<file path="src/hw/rtl/ctsc_pkg.sv">
package ctsc_pkg;

	localparam int unsigned CfgWidth = 16;
	localparam int unsigned TimerWidth = 16;
	localparam int unsigned AgeWidth = 32;
	localparam int unsigned InDataWidth = 48;
	localparam int unsigned OutDataWidth = 16;

	localparam logic [CfgWidth-1:0] AckWaitReset = 16'd8000;
	localparam logic [CfgWidth-1:0] ResultHoldReset = 16'd4000;
	localparam logic [CfgWidth-1:0] DiagRefreshReset = 16'd500;
	localparam logic [AgeWidth-1:0] AgeNever = 32'hFFFF_FFFF;

	typedef enum logic [1:0] {
		REG_ACK_WAIT     = 2'd0,
		REG_RESULT_HOLD  = 2'd1,
		REG_DIAG_REFRESH = 2'd2
	} reg_index_t;

	typedef enum logic [2:0] {
		CMD_TICK   = 3'd0,
		CMD_UP     = 3'd1,
		CMD_DOWN   = 3'd2,
		CMD_ACCEPT = 3'd3,
		CMD_CANCEL = 3'd4,
		CMD_ENTER  = 3'd5
	} cmd_t;

	typedef enum logic [2:0] {
		ACT_NONE      = 3'd0,
		ACT_REDRAW    = 3'd1,
		ACT_COMMIT    = 3'd2,
		ACT_SYNC_OK   = 3'd3,
		ACT_SYNC_FAIL = 3'd4,
		ACT_STOPPED   = 3'd5,
		ACT_DIAG      = 3'd6,
		ACT_EXIT      = 3'd7
	} action_t;

	typedef enum logic [1:0] {
		PH_EDIT   = 2'd0,
		PH_WAIT   = 2'd1,
		PH_RESULT = 2'd2
	} phase_t;

	typedef struct packed {
		logic [CfgWidth-1:0] ack_wait_ms;
		logic [CfgWidth-1:0] result_hold_ms;
		logic [CfgWidth-1:0] diag_refresh_ms;
	} cfg_t;

	typedef struct packed {
		logic [AgeWidth-1:0] sync_age_ms;
		logic                clock_running;
		logic [5:0]          start_minute;
		logic [4:0]          start_hour;
		cmd_t                command;
	} item_t;

	typedef struct packed {
		logic       heartbeat;
		phase_t     phase_now;
		logic [1:0] cursor_pos;
		logic [5:0] edit_minute;
		logic [4:0] edit_hour;
		action_t    action;
	} result_t;

endpackage

</file>
<file path="src/hw/rtl/ctsc_core.sv">
module ctsc_core (
	input  logic             clk,
	input  logic             arst_n,
	input  logic             step,
	input  ctsc_pkg::item_t  item,
	input  ctsc_pkg::cfg_t   cfg,
	output ctsc_pkg::result_t res
);

	logic [1:0]                            hour_tens_q, hour_tens_d;
	logic [3:0]                            hour_units_q, hour_units_d;
	logic [2:0]                            minute_tens_q, minute_tens_d;
	logic [3:0]                            minute_units_q, minute_units_d;
	logic [1:0]                            cursor_q, cursor_d;
	ctsc_pkg::phase_t                      phase_q, phase_d;
	logic [ctsc_pkg::TimerWidth-1:0]       phase_elapsed_q, phase_elapsed_d;
	logic [ctsc_pkg::TimerWidth-1:0]       diag_elapsed_q, diag_elapsed_d;
	logic                                  stopped_q, stopped_d;
	logic                                  heartbeat_q, heartbeat_d;
	ctsc_pkg::action_t                     action;

	logic [ctsc_pkg::TimerWidth-1:0] pe_inc, de_inc;
	logic [3:0] dig, modulus, dig_up, dig_down, dig_new;
	logic [4:0] ent_hour, hour_rest;
	logic [5:0] ent_minute;
	logic [1:0] ent_ht;
	logic [2:0] ent_mt;
	logic [3:0] ent_hu, ent_mu;
	logic [5:0] min_rest;

	assign pe_inc = (&phase_elapsed_q) ? phase_elapsed_q : phase_elapsed_q + 1'b1;
	assign de_inc = (&diag_elapsed_q) ? diag_elapsed_q : diag_elapsed_q + 1'b1;

	always_comb begin
		case (cursor_q)
			2'd0: begin
				dig = {2'b00, hour_tens_q};
				modulus = 4'd3;
			end
			2'd1: begin
				dig = hour_units_q;
				modulus = (hour_tens_q == 2'd2) ? 4'd4 : 4'd10;
			end
			2'd2: begin
				dig = {1'b0, minute_tens_q};
				modulus = 4'd6;
			end
			default: begin
				dig = minute_units_q;
				modulus = 4'd10;
			end
		endcase
	end

	assign dig_up = (dig == modulus - 4'd1) ? 4'd0 : dig + 4'd1;
	assign dig_down = (dig == 4'd0) ? modulus - 4'd1 : dig - 4'd1;
	assign dig_new = (item.command == ctsc_pkg::CMD_UP) ? dig_up : dig_down;

	// split the loaded time into digits
	always_comb begin
		ent_hour = 5'd0;
		ent_minute = 6'd0;
		if (item.clock_running) begin
			ent_hour = (item.start_hour > 5'd23) ? 5'd23 : item.start_hour;
			ent_minute = (item.start_minute > 6'd59) ? 6'd59 : item.start_minute;
		end
		if (ent_hour >= 5'd20) begin
			ent_ht = 2'd2;
			hour_rest = ent_hour - 5'd20;
		end else if (ent_hour >= 5'd10) begin
			ent_ht = 2'd1;
			hour_rest = ent_hour - 5'd10;
		end else begin
			ent_ht = 2'd0;
			hour_rest = ent_hour;
		end
		ent_hu = hour_rest[3:0];
		if (ent_minute >= 6'd50) begin
			ent_mt = 3'd5;
			min_rest = ent_minute - 6'd50;
		end else if (ent_minute >= 6'd40) begin
			ent_mt = 3'd4;
			min_rest = ent_minute - 6'd40;
		end else if (ent_minute >= 6'd30) begin
			ent_mt = 3'd3;
			min_rest = ent_minute - 6'd30;
		end else if (ent_minute >= 6'd20) begin
			ent_mt = 3'd2;
			min_rest = ent_minute - 6'd20;
		end else if (ent_minute >= 6'd10) begin
			ent_mt = 3'd1;
			min_rest = ent_minute - 6'd10;
		end else begin
			ent_mt = 3'd0;
			min_rest = ent_minute;
		end
		ent_mu = min_rest[3:0];
	end

	always_comb begin
		hour_tens_d = hour_tens_q;
		hour_units_d = hour_units_q;
		minute_tens_d = minute_tens_q;
		minute_units_d = minute_units_q;
		cursor_d = cursor_q;
		phase_d = phase_q;
		phase_elapsed_d = phase_elapsed_q;
		diag_elapsed_d = diag_elapsed_q;
		stopped_d = stopped_q;
		heartbeat_d = heartbeat_q;
		action = ctsc_pkg::ACT_NONE;
		case (item.command)
			ctsc_pkg::CMD_ENTER: begin
				hour_tens_d = ent_ht;
				hour_units_d = ent_hu;
				minute_tens_d = ent_mt;
				minute_units_d = ent_mu;
				cursor_d = 2'd0;
				phase_d = ctsc_pkg::PH_EDIT;
				stopped_d = 1'b0;
				action = ctsc_pkg::ACT_REDRAW;
			end
			ctsc_pkg::CMD_TICK, ctsc_pkg::CMD_UP, ctsc_pkg::CMD_DOWN,
			ctsc_pkg::CMD_ACCEPT, ctsc_pkg::CMD_CANCEL: begin
				case (phase_q)
					ctsc_pkg::PH_WAIT: begin
						if (item.command == ctsc_pkg::CMD_TICK) begin
							phase_elapsed_d = pe_inc;
							if (item.sync_age_ms != ctsc_pkg::AgeNever &&
								item.sync_age_ms <= {{(ctsc_pkg::AgeWidth -
								ctsc_pkg::TimerWidth){1'b0}}, pe_inc}) begin
								phase_d = ctsc_pkg::PH_RESULT;
								phase_elapsed_d = '0;
								action = ctsc_pkg::ACT_SYNC_OK;
							end else if (pe_inc >= cfg.ack_wait_ms) begin
								phase_d = ctsc_pkg::PH_RESULT;
								phase_elapsed_d = '0;
								action = ctsc_pkg::ACT_SYNC_FAIL;
							end
						end
					end
					ctsc_pkg::PH_RESULT: begin
						if (item.command == ctsc_pkg::CMD_TICK) begin
							phase_elapsed_d = pe_inc;
							diag_elapsed_d = de_inc;
							if (stopped_q) begin
								if (de_inc >= cfg.diag_refresh_ms) begin
									diag_elapsed_d = '0;
									heartbeat_d = ~heartbeat_q;
									action = ctsc_pkg::ACT_DIAG;
								end
							end else if (pe_inc >= cfg.result_hold_ms) begin
								phase_d = ctsc_pkg::PH_EDIT;
								action = ctsc_pkg::ACT_EXIT;
							end
						end else begin
							phase_d = ctsc_pkg::PH_EDIT;
							action = ctsc_pkg::ACT_EXIT;
						end
					end
					default: begin
						case (item.command)
							ctsc_pkg::CMD_UP, ctsc_pkg::CMD_DOWN: begin
								case (cursor_q)
									2'd0: hour_tens_d = dig_new[1:0];
									2'd1: hour_units_d = dig_new;
									2'd2: minute_tens_d = dig_new[2:0];
									default: minute_units_d = dig_new;
								endcase
								if (hour_tens_d == 2'd2 && hour_units_d > 4'd3)
									hour_units_d = 4'd3;
								action = ctsc_pkg::ACT_REDRAW;
							end
							ctsc_pkg::CMD_ACCEPT: begin
								if (cursor_q != 2'd3) begin
									cursor_d = cursor_q + 2'd1;
									action = ctsc_pkg::ACT_REDRAW;
								end else if (!item.clock_running) begin
									stopped_d = 1'b1;
									phase_d = ctsc_pkg::PH_RESULT;
									phase_elapsed_d = '0;
									diag_elapsed_d = '0;
									heartbeat_d = 1'b0;
									action = ctsc_pkg::ACT_STOPPED;
								end else begin
									stopped_d = 1'b0;
									phase_d = ctsc_pkg::PH_WAIT;
									phase_elapsed_d = '0;
									action = ctsc_pkg::ACT_COMMIT;
								end
							end
							ctsc_pkg::CMD_CANCEL: action = ctsc_pkg::ACT_EXIT;
							default: action = ctsc_pkg::ACT_NONE;
						endcase
					end
				endcase
			end
			default: action = ctsc_pkg::ACT_NONE;
		endcase
	end

	always_ff @(posedge clk or negedge arst_n) begin
		if (!arst_n) begin
			hour_tens_q <= '0;
			hour_units_q <= '0;
			minute_tens_q <= '0;
			minute_units_q <= '0;
			cursor_q <= '0;
			phase_q <= ctsc_pkg::PH_EDIT;
			phase_elapsed_q <= '0;
			diag_elapsed_q <= '0;
			stopped_q <= 1'b0;
			heartbeat_q <= 1'b0;
		end else if (step) begin
			hour_tens_q <= hour_tens_d;
			hour_units_q <= hour_units_d;
			minute_tens_q <= minute_tens_d;
			minute_units_q <= minute_units_d;
			cursor_q <= cursor_d;
			phase_q <= phase_d;
			phase_elapsed_q <= phase_elapsed_d;
			diag_elapsed_q <= diag_elapsed_d;
			stopped_q <= stopped_d;
			heartbeat_q <= heartbeat_d;
		end
	end

	always_comb begin
		res.action = action;
		res.edit_hour = {hour_tens_d, 3'b000} + {2'b00, hour_tens_d, 1'b0}
			+ {1'b0, hour_units_d};
		res.edit_minute = {minute_tens_d, 3'b000} + {2'b00, minute_tens_d, 1'b0}
			+ {2'b00, minute_units_d};
		res.cursor_pos = cursor_d;
		res.phase_now = phase_d;
		res.heartbeat = heartbeat_d;
	end

endmodule

</file>
<file path="src/hw/rtl/clock_time_set_controller_unit.sv">
// Time-set digit editor for an HH:MM clock.
// Input channel s_*: one item per handshake. s_tuser carries the command
// (tick of 1 ms, up, down, accept, cancel, enter); s_tdata carries the
// start time, the clock-running flag and the sync age.
// Output channel m_*: exactly one result item per input item, in order.
// m_tuser carries the action code; m_tdata the edited hour and minute,
// cursor, phase and heartbeat as they stand after the item.
// Configuration: write cfg_data into register cfg_index while cfg_we is
// high (0 ack wait, 1 result hold, 2 diagnostic refresh, all in ms).
// Path: an item goes into the input register, then its result into the result
// register; a stall on m_* can hold it between the two. Throughput: one item
// per cycle unless m_tready stalls the output, set by the combinational state update.
// Reset: digits, cursor, timers and flags clear, phase returns to editing,
// registers take their defaults (8000, 4000, 500 ms); both channels empty.
// Stall: while m_tready is low the result holds, one more item is taken
// into the input register, then s_tready drops until the result leaves.
module clock_time_set_controller_unit (
	input  logic                                  clk,
	input  logic                                  arst_n,
	input  logic                                  s_tvalid,
	output logic                                  s_tready,
	// [43:12] sync_age_ms, [11] clock_running, [10:5] start_minute,
	// [4:0] start_hour, [47:44] zero
	input  logic [ctsc_pkg::InDataWidth-1:0]      s_tdata,
	// [2:0] command
	input  logic [2:0]                            s_tuser,
	output logic                                  m_tvalid,
	input  logic                                  m_tready,
	// [15] heartbeat, [14:13] phase_now, [12:11] cursor_pos,
	// [10:5] edit_minute, [4:0] edit_hour
	output logic [ctsc_pkg::OutDataWidth-1:0]     m_tdata,
	// [2:0] action
	output logic [2:0]                            m_tuser,
	input  logic                                  cfg_we,
	input  logic [1:0]                            cfg_index,
	input  logic [ctsc_pkg::CfgWidth-1:0]         cfg_data
);

	logic              item_v_s1;
	ctsc_pkg::item_t   item_s1;
	logic              out_v_q;
	ctsc_pkg::result_t res_q;
	ctsc_pkg::result_t res;
	ctsc_pkg::cfg_t    cfg_q;
	logic              advance;
	logic              take;

	assign advance = item_v_s1 && (!out_v_q || m_tready);
	assign s_tready = !item_v_s1 || advance;
	assign take = s_tvalid && s_tready;

	always_ff @(posedge clk or negedge arst_n) begin
		if (!arst_n) begin
			cfg_q.ack_wait_ms <= ctsc_pkg::AckWaitReset;
			cfg_q.result_hold_ms <= ctsc_pkg::ResultHoldReset;
			cfg_q.diag_refresh_ms <= ctsc_pkg::DiagRefreshReset;
		end else if (cfg_we) begin
			case (cfg_index)
				ctsc_pkg::REG_ACK_WAIT: cfg_q.ack_wait_ms <= cfg_data;
				ctsc_pkg::REG_RESULT_HOLD: cfg_q.result_hold_ms <= cfg_data;
				ctsc_pkg::REG_DIAG_REFRESH: cfg_q.diag_refresh_ms <= cfg_data;
				default: cfg_q <= cfg_q;
			endcase
		end
	end

	always_ff @(posedge clk or negedge arst_n) begin
		if (!arst_n) begin
			item_v_s1 <= 1'b0;
			out_v_q <= 1'b0;
		end else begin
			if (take)
				item_v_s1 <= 1'b1;
			else if (advance)
				item_v_s1 <= 1'b0;
			if (advance)
				out_v_q <= 1'b1;
			else if (m_tready)
				out_v_q <= 1'b0;
		end
	end

	always_ff @(posedge clk) begin
		if (take) begin
			item_s1.command <= ctsc_pkg::cmd_t'(s_tuser);
			item_s1.start_hour <= s_tdata[4:0];
			item_s1.start_minute <= s_tdata[10:5];
			item_s1.clock_running <= s_tdata[11];
			item_s1.sync_age_ms <= s_tdata[43:12];
		end
		if (advance)
			res_q <= res;
	end

	ctsc_core u_core (
		.clk    (clk),
		.arst_n (arst_n),
		.step   (advance),
		.item   (item_s1),
		.cfg    (cfg_q),
		.res    (res)
	);

	assign m_tvalid = out_v_q;
	assign m_tuser = res_q.action;
	assign m_tdata = {res_q.heartbeat, res_q.phase_now, res_q.cursor_pos,
		res_q.edit_minute, res_q.edit_hour};

`ifndef SYNTH
	a_stall_cause: assert property (@(posedge clk) disable iff (!arst_n)
		!s_tready |-> item_v_s1 && out_v_q && !m_tready)
		else $error("input held off without a full pipeline");

	a_time_range: assert property (@(posedge clk) disable iff (!arst_n)
		m_tvalid |-> m_tdata[4:0] <= 5'd23 && m_tdata[10:5] <= 6'd59)
		else $error("edited time out of range");

	a_commit_phase: assert property (@(posedge clk) disable iff (!arst_n)
		m_tvalid && m_tuser == ctsc_pkg::ACT_COMMIT |->
		m_tdata[14:13] == ctsc_pkg::PH_WAIT && m_tdata[12:11] == 2'd3)
		else $error("commit without entering the wait phase");

	a_result_phase: assert property (@(posedge clk) disable iff (!arst_n)
		m_tvalid && (m_tuser == ctsc_pkg::ACT_SYNC_OK ||
		m_tuser == ctsc_pkg::ACT_SYNC_FAIL || m_tuser == ctsc_pkg::ACT_STOPPED ||
		m_tuser == ctsc_pkg::ACT_DIAG) |-> m_tdata[14:13] == ctsc_pkg::PH_RESULT)
		else $error("result action outside the result phase");
`endif

endmodule

</file>
<file path="config.mk">
export PLATFORM = sky130hd
export DESIGN_NAME = clock_time_set_controller_unit
export DESIGN_NICKNAME = d
export VERILOG_FILES = /design/src/hw/rtl/ctsc_pkg.sv /design/src/hw/rtl/ctsc_core.sv /design/src/hw/rtl/clock_time_set_controller_unit.sv
export SDC_FILE = /design/constraint.sdc
export NUM_CORES = 1
export LEC_CHECK = 0
export ABC_AREA = 1
export ABC_CLOCK_PERIOD_IN_PS = 4000
export CAP_MARGIN = 40
export CORE_UTILIZATION = 35
export DETAILED_ROUTE_END_ITERATION = 8
export DONT_BUFFER_PORTS = 1
export PLACE_DENSITY = 0.59
export SYNTH_ARGS = -nofsm -noshare
export SYNTH_HDL_FRONTEND = slang
export SYNTH_SLANG_ARGS = --single-unit
</file>
<file path="constraint.sdc">
create_clock -name clk -period 4 [get_ports clk]
set_input_delay 0.2 -clock clk [delete_from_list [all_inputs] [get_ports clk]]
set_output_delay 0.2 -clock clk [all_outputs]
set_load 0.02 [all_outputs]
</file>
# After elaboration in Yosys (flattened, before gate mapping)

Index checks and enable logic that the tools add are counted.

Bits in registers: 167
Input port bits: 74
Output and inout port bits: 21
Word-level logic and storage cells: 219

$add $sub $neg: 17
$lt $le $gt $ge: 14
Equality and inequality tests: 24
Mux-type cells: 107
Bitwise logic cells: 2
Reductions and logical operators: 29

Operators with widths:

| cell                    | number |
|---|---|
| $mux W16                | 14 |
| $mux W4                 | 21 |
| $pmux W16 S2            | 2 |
| $ge A16 B16 Y1          | 3 |
| $mux W3                 | 16 |
| $mux W2                 | 19 |
| $add A16 B1 Y16 const B | 2 |
| $le A32 B16 Y1          | 1 |
| $ne A32 B32 Y1 const B  | 1 |
| $reduce_and A16 Y1      | 2 |
| $pmux W4 S3             | 2 |
| $pmux W3 S2             | 3 |
| $mux W1                 | 17 |
| $pmux W2 S2             | 4 |
| $pmux W4 S2             | 2 |
| $sub A4 B4 Y4 const B   | 4 |
| $add A6 B4 Y6           | 2 |
| $ge A6 B5 Y1 const B    | 2 |
| $ge A6 B6 Y1 const B    | 2 |
| $mux W6                 | 2 |
| $eq A2 B2 Y1 const B    | 5 |
| $mux W5                 | 2 |
| $pmux W3 S3             | 1 |
| $ne A2 B1 Y1 const B    | 4 |
| 37 further kinds        | 60 |

# Logic depth before layout (Yosys ltp)

Depth after elaboration: 18
Depth in mapped cells: 29
Gate-level depth less buffers: 28

# Modules after synthesis

Synthesis repeated with hierarchy kept, for this count alone.

Cells, all modules: 1333
Area total of the unflattened synthesis: 10892.9 um2

Modules (own cells, without submodules):

| module                         | instances | cells an instance | area an instance (um2) | seq. area each (um2) |
|---|---|---|---|---|
| ctsc_core                      | 1         | 1042              | 6757.7                 | 1276.2 |
| clock_time_set_controller_unit | 1         | 291               | 4135.2                 | 3255.6 |

# Least setup slack after synthesis

Ideal clock, no wire load.

Path kind: register -> register
From: register u_core.cursor_q[1]
To: register res_q (netlist bit m_tdata[9]), data pin
Setup time: 258 ps
Arrival time: 3167 ps
Required time: 3742 ps
Path slack: 575 ps
Stages on the path, launching flop included: 24
Path buffers: 1
Clock period less this slack: 3425 ps
Cell sequence: dfrtp_1 -> buf_6 -> inv_4 -> nand2_4 -> nor2_1 -> nor2_1 -> nand2_1 -> inv_2 -> ha_1 -> inv_1 -> nor2_2 -> nand2_1 -> inv_1 -> nand2_1 -> nand3_1 -> nand2_2 -> nor2_1 -> o211ai_1 -> o21ai_0 -> inv_1 -> fa_1 -> inv_1 -> fa_1 -> xnor2_1

RTL lines:

| what                     | line                                 | source |
|---|---|---|
| start: declaration       | ctsc_core.sv:14                      | `logic [1:0] cursor_q, cursor_d;` |
| start signal: assignment | ctsc_core.sv:219                     | `cursor_q <= cursor_d;` |
| end signal: assignment   | clock_time_set_controller_unit.sv:92 | `res_q <= res;` |
| end: declaration         | clock_time_set_controller_unit.sv:42 | `ctsc_pkg::result_t res_q;` |

==> flow_metrics.env <==
export IMPL_status="complete, no violations"
export IMPL_r2r_slack_ps=300
export IMPL_cts_max_path_buffers=2
export IMPL_clkTransAtPathRegs_ps=70
export IMPL_period_minus_slack_ps=3700
export IMPL_max_slew_worst_pin_slew_ps=566
export IMPL_crit_reg2reg_capture="m_tuser[1]$_DFFE_PP_"
export IMPL_synth_top_area_frac=0.197
export IMPL_synth_top_area_cell="dfrtp_1"
export IMPL_endpoint_kind="flop"
export IMPL_power_frac_clock=0.236
export IMPL_rows=63
export IMPL_hp_start="cfg_data[3]"
export IMPL_p_int_mw=4.66
export IMPL_grt_use_total=0.171
export IMPL_fillers=2931
export IMPL_drt_first_pass_iters=5
export IMPL_grt_start_max_net_pins=102
export IMPL_remaining_drc_errors=0
export IMPL_worst_setup_path_start_kind="flop"
export IMPL_avgSynthCellArea_um2=8.20
export IMPL_ant_nets=0
export IMPL_reg2reg_depth=20
export IMPL_worst_slew_margin_rel=0.621
export IMPL_synth_ff_latch_count=167
export IMPL_synthTopCellsByArea="dfrtp_1 20%, edfxtp_1 19%, ha_1 10%"
export IMPL_synth_cell_types=55
export IMPL_place_congestion=0.885
export IMPL_fin_ws_ps=301
export IMPL_grt_overflow_total=0
export IMPL_hold_depth=2
export IMPL_ios=95
export IMPL_placed_cells=1675
export IMPL_power_leakage_nw=5.92
export IMPL_path_max_fanout=5
export IMPL_finalCritPeriodShare=0.925
export IMPL_final_setup_tns_ps=0
export IMPL_final_max_slew_viol_count=0
export IMPL_synth_top_cells_by_count="290 x nand2_1, 223 x inv_1, 113 x o21ai_0, 88 x ha_1, 83 x dfrtp_1"
export IMPL_vias=8752
export IMPL_worst_hold_path_type="primary input to flop"
export IMPL_ir_worst_vdd_v=0.000311
export IMPL_rsz0062_at_grt="yes"
export IMPL_seq_power_share=0.338
export IMPL_cts_sinks=167
export IMPL_areaGrowthSynthToFinish_pct=19.7
export IMPL_fin_cells=1776
export IMPL_wl_per_cell_um=14.4
export IMPL_cts_tree="yes"
export IMPL_synthCells=1283
export IMPL_mappedNetlistNets=1448
export IMPL_synth_edf_count=66
export IMPL_vias_per_cell=4.93
export IMPL_root_buffer="clkbuf_16"
export IMPL_start_util=0.355
export IMPL_antenna_found_initial=0
export IMPL_min_delay_worst_endpoint="cfg_q[19]$_DFFE_PN0P_"
export IMPL_synth_most_common_cell="nand2_1"
export IMPL_yosysSeqAreaShare=0.431
export IMPL_fp_dieW_um=175
export IMPL_drive_above_1_share=0.115
export IMPL_die_h_um=175
export IMPL_required_ps=4200
export IMPL_cp_arrival_ps=3900
export IMPL_reg2reg_from="u_core.phase_elapsed_q[1]$_DFFE_PN0P_"
export IMPL_finalSetupViolations=0
export IMPL_fmax_ghz=0.270
export IMPL_skew_ps=13.7
export IMPL_post_dp_hpwl_um=19100
export IMPL_clk_latency_ps=440
export IMPL_p_per_area_nw_per_um2=628
export IMPL_coreArea_um2=29600
export IMPL_pwr_share_comb=0.426
export IMPL_port_buffer_count=0
export IMPL_drt_iter0_markers=498
export IMPL_async_flop_share=0.605
export IMPL_ys_warn_count=0
export IMPL_p_sw_mw=3.25
export IMPL_syn_area_um2=10500
export IMPL_synth_ff_type="dfrtp_1"
export IMPL_diodes=0
export IMPL_drv_cap=0
export IMPL_cts_buffers_inserted=17
export IMPL_dieArea_um2=30700
export IMPL_hold_viol=0
export IMPL_worstSetupPathType="flop to flop"
export IMPL_p_total_mw=7.91
export IMPL_fin_nets=1538
export IMPL_place_ws_ps=109
export IMPL_swShare=0.411
export IMPL_routed_wl_um=25600
export IMPL_grt_pass1_wl_um=41800
export IMPL_htreeDepth=4
export IMPL_grt_pass1_vias=8427
-- cell usage in the layout, fill, tap and decap left out, types with 4 or more instances in the layout --
cell and n:
dfrtp_1 82, nor3_1 12, clkbuf_16 17, a21oi_2 4
xor2_1 14, nor2_4 4, nor4_1 8, nand2_1 290
inv_1 220, dlygate4sd3_1 61, nor2_1 59, o21ai_0 111
a21oi_1 74, dfstp_2 18, nand2_2 10, inv_2 10
o21ai_1 5, nor2_2 6, nor3_2 5, ha_1 88
nand3_2 7, nand4_1 11, xnor2_1 6, nand3_1 61
bufinv_16 5, xor2_2 4, edfxtp_1 66, buf_4 27
inv_6 5, o31ai_1 4, o211ai_1 6, a31oi_1 4
o22ai_1 14, o32ai_1 14, or2_2 5
-- metal layers --
layer	vias up	global-route usage	part of all wire
met5	-	0	0
met4	0	0.0609	0.020
met3	34	0.0290	0.027
met2	138	0.297	0.50
met1	4144	0.214	0.45
li1	4436	-	-
-- worst max-delay path by stage --
stage                                     startpoint                                    end  slack, ps  cells after the start
3_3_place_gp   u_core.phase_elapsed_q[0]$_DFFE_PN0P_                   m_tuser[1]$_DFFE_PP_        220                     22
3_5_place_dp   u_core.phase_elapsed_q[0]$_DFFE_PN0P_  u_core.phase_elapsed_q[8]$_DFFE_PN0P_        110                     23
2_1_floorplan         u_core.cursor_q[1]$_DFFE_PN0P_                   m_tdata[9]$_DFFE_PP_        570                     23
6_report       u_core.phase_elapsed_q[1]$_DFFE_PN0P_                   m_tuser[1]$_DFFE_PP_        300                     20
5_1_grt         u_core.diag_elapsed_q[0]$_DFFE_PN0P_                   m_tuser[2]$_DFFE_PP_        -30                     22
4_1_cts        u_core.phase_elapsed_q[0]$_DFFE_PN0P_  u_core.phase_elapsed_q[8]$_DFFE_PN0P_         80                     23
-- worst max-delay path, stage by stage (launching register included) --
cell	delay, ps
dfrtp_1	400
ha_1	210
nand3_1	130
inv_1	130
nand3_2	120
nor2_2	140
nand4_2	160
nand4_1	190
xor2_2	240
inv_1	90
ha_1	300
a21oi_1	170
o21ai_0	90
a21oi_1	160
nand3_1	140
a21oi_1	190
o21ai_0	130
a31oi_1	220
o21ai_0	130
nand2_1	90
inv_1	40
-- metrics by stage --
step                cell area (µm²)  utilization  hold WS [ps]
floorplan                     10500            -         -95.6
global placement              11100        0.373         -85.6
detailed placement            11100        0.375         -86.5
CTS                           12400        0.419          2.50
global route                  12600        0.425          5.95
finish                        12600        0.425          2.60
-- power by group through the flow --
| stage | clock (mW) | combinational, mW | sequential (mW) |
|---|---|---|---|
| finish | 1.86 | 3.37 | 2.67 |
| global placement | 0 | 3.07 | 2.69 |
| CTS | 1.91 | 3.26 | 2.67 |
| detailed placement | 0 | 3.17 | 2.70 |
| floorplan | 0 | 2.38 | 2.60 |
| global route | 1.97 | 3.88 | 2.73 |
-- state kept, by name, indices dropped and copies added (netlist names), 3 cells and up --
signal,flops
cfg_q,48
item_s1,47
m_tdata,16
u_core.diag_elapsed_q,16
u_core.phase_elapsed_q,16
u_core.hour_units_q,4
u_core.minute_units_q,4
m_tuser,3
u_core.minute_tens_q,3
-- kinds of logic after synthesis --
group,synth area share
flops,0.431
fa+ha+maj,0.110
simple gates,0.206
xor+xnor,0.0200
buf+inv,0.0937
compound gates,0.139
-- cell type report --
class | count | area [µm²] | share of cell area
clock buffer | 17 | 425 | 0.0338
clock inverter | 15 | 234 | 0.0186
inverter | 233 | 881 | 0.0700
multi-input combinational | 860 | 5100 | 0.405
sequential | 167 | 4530 | 0.360
tap | 390 | 488 | 0.0388
timing repair buffer | 94 | 926 | 0.0735
-- repair_timing --
item	CTS	global route
resized for setup	0	26
buffers inserted	0	7
setup endpoints to repair	0	33
endpoints found under the hold margin	173	1
hold buffers	61	1
Power figures use the tool's default switching activity.
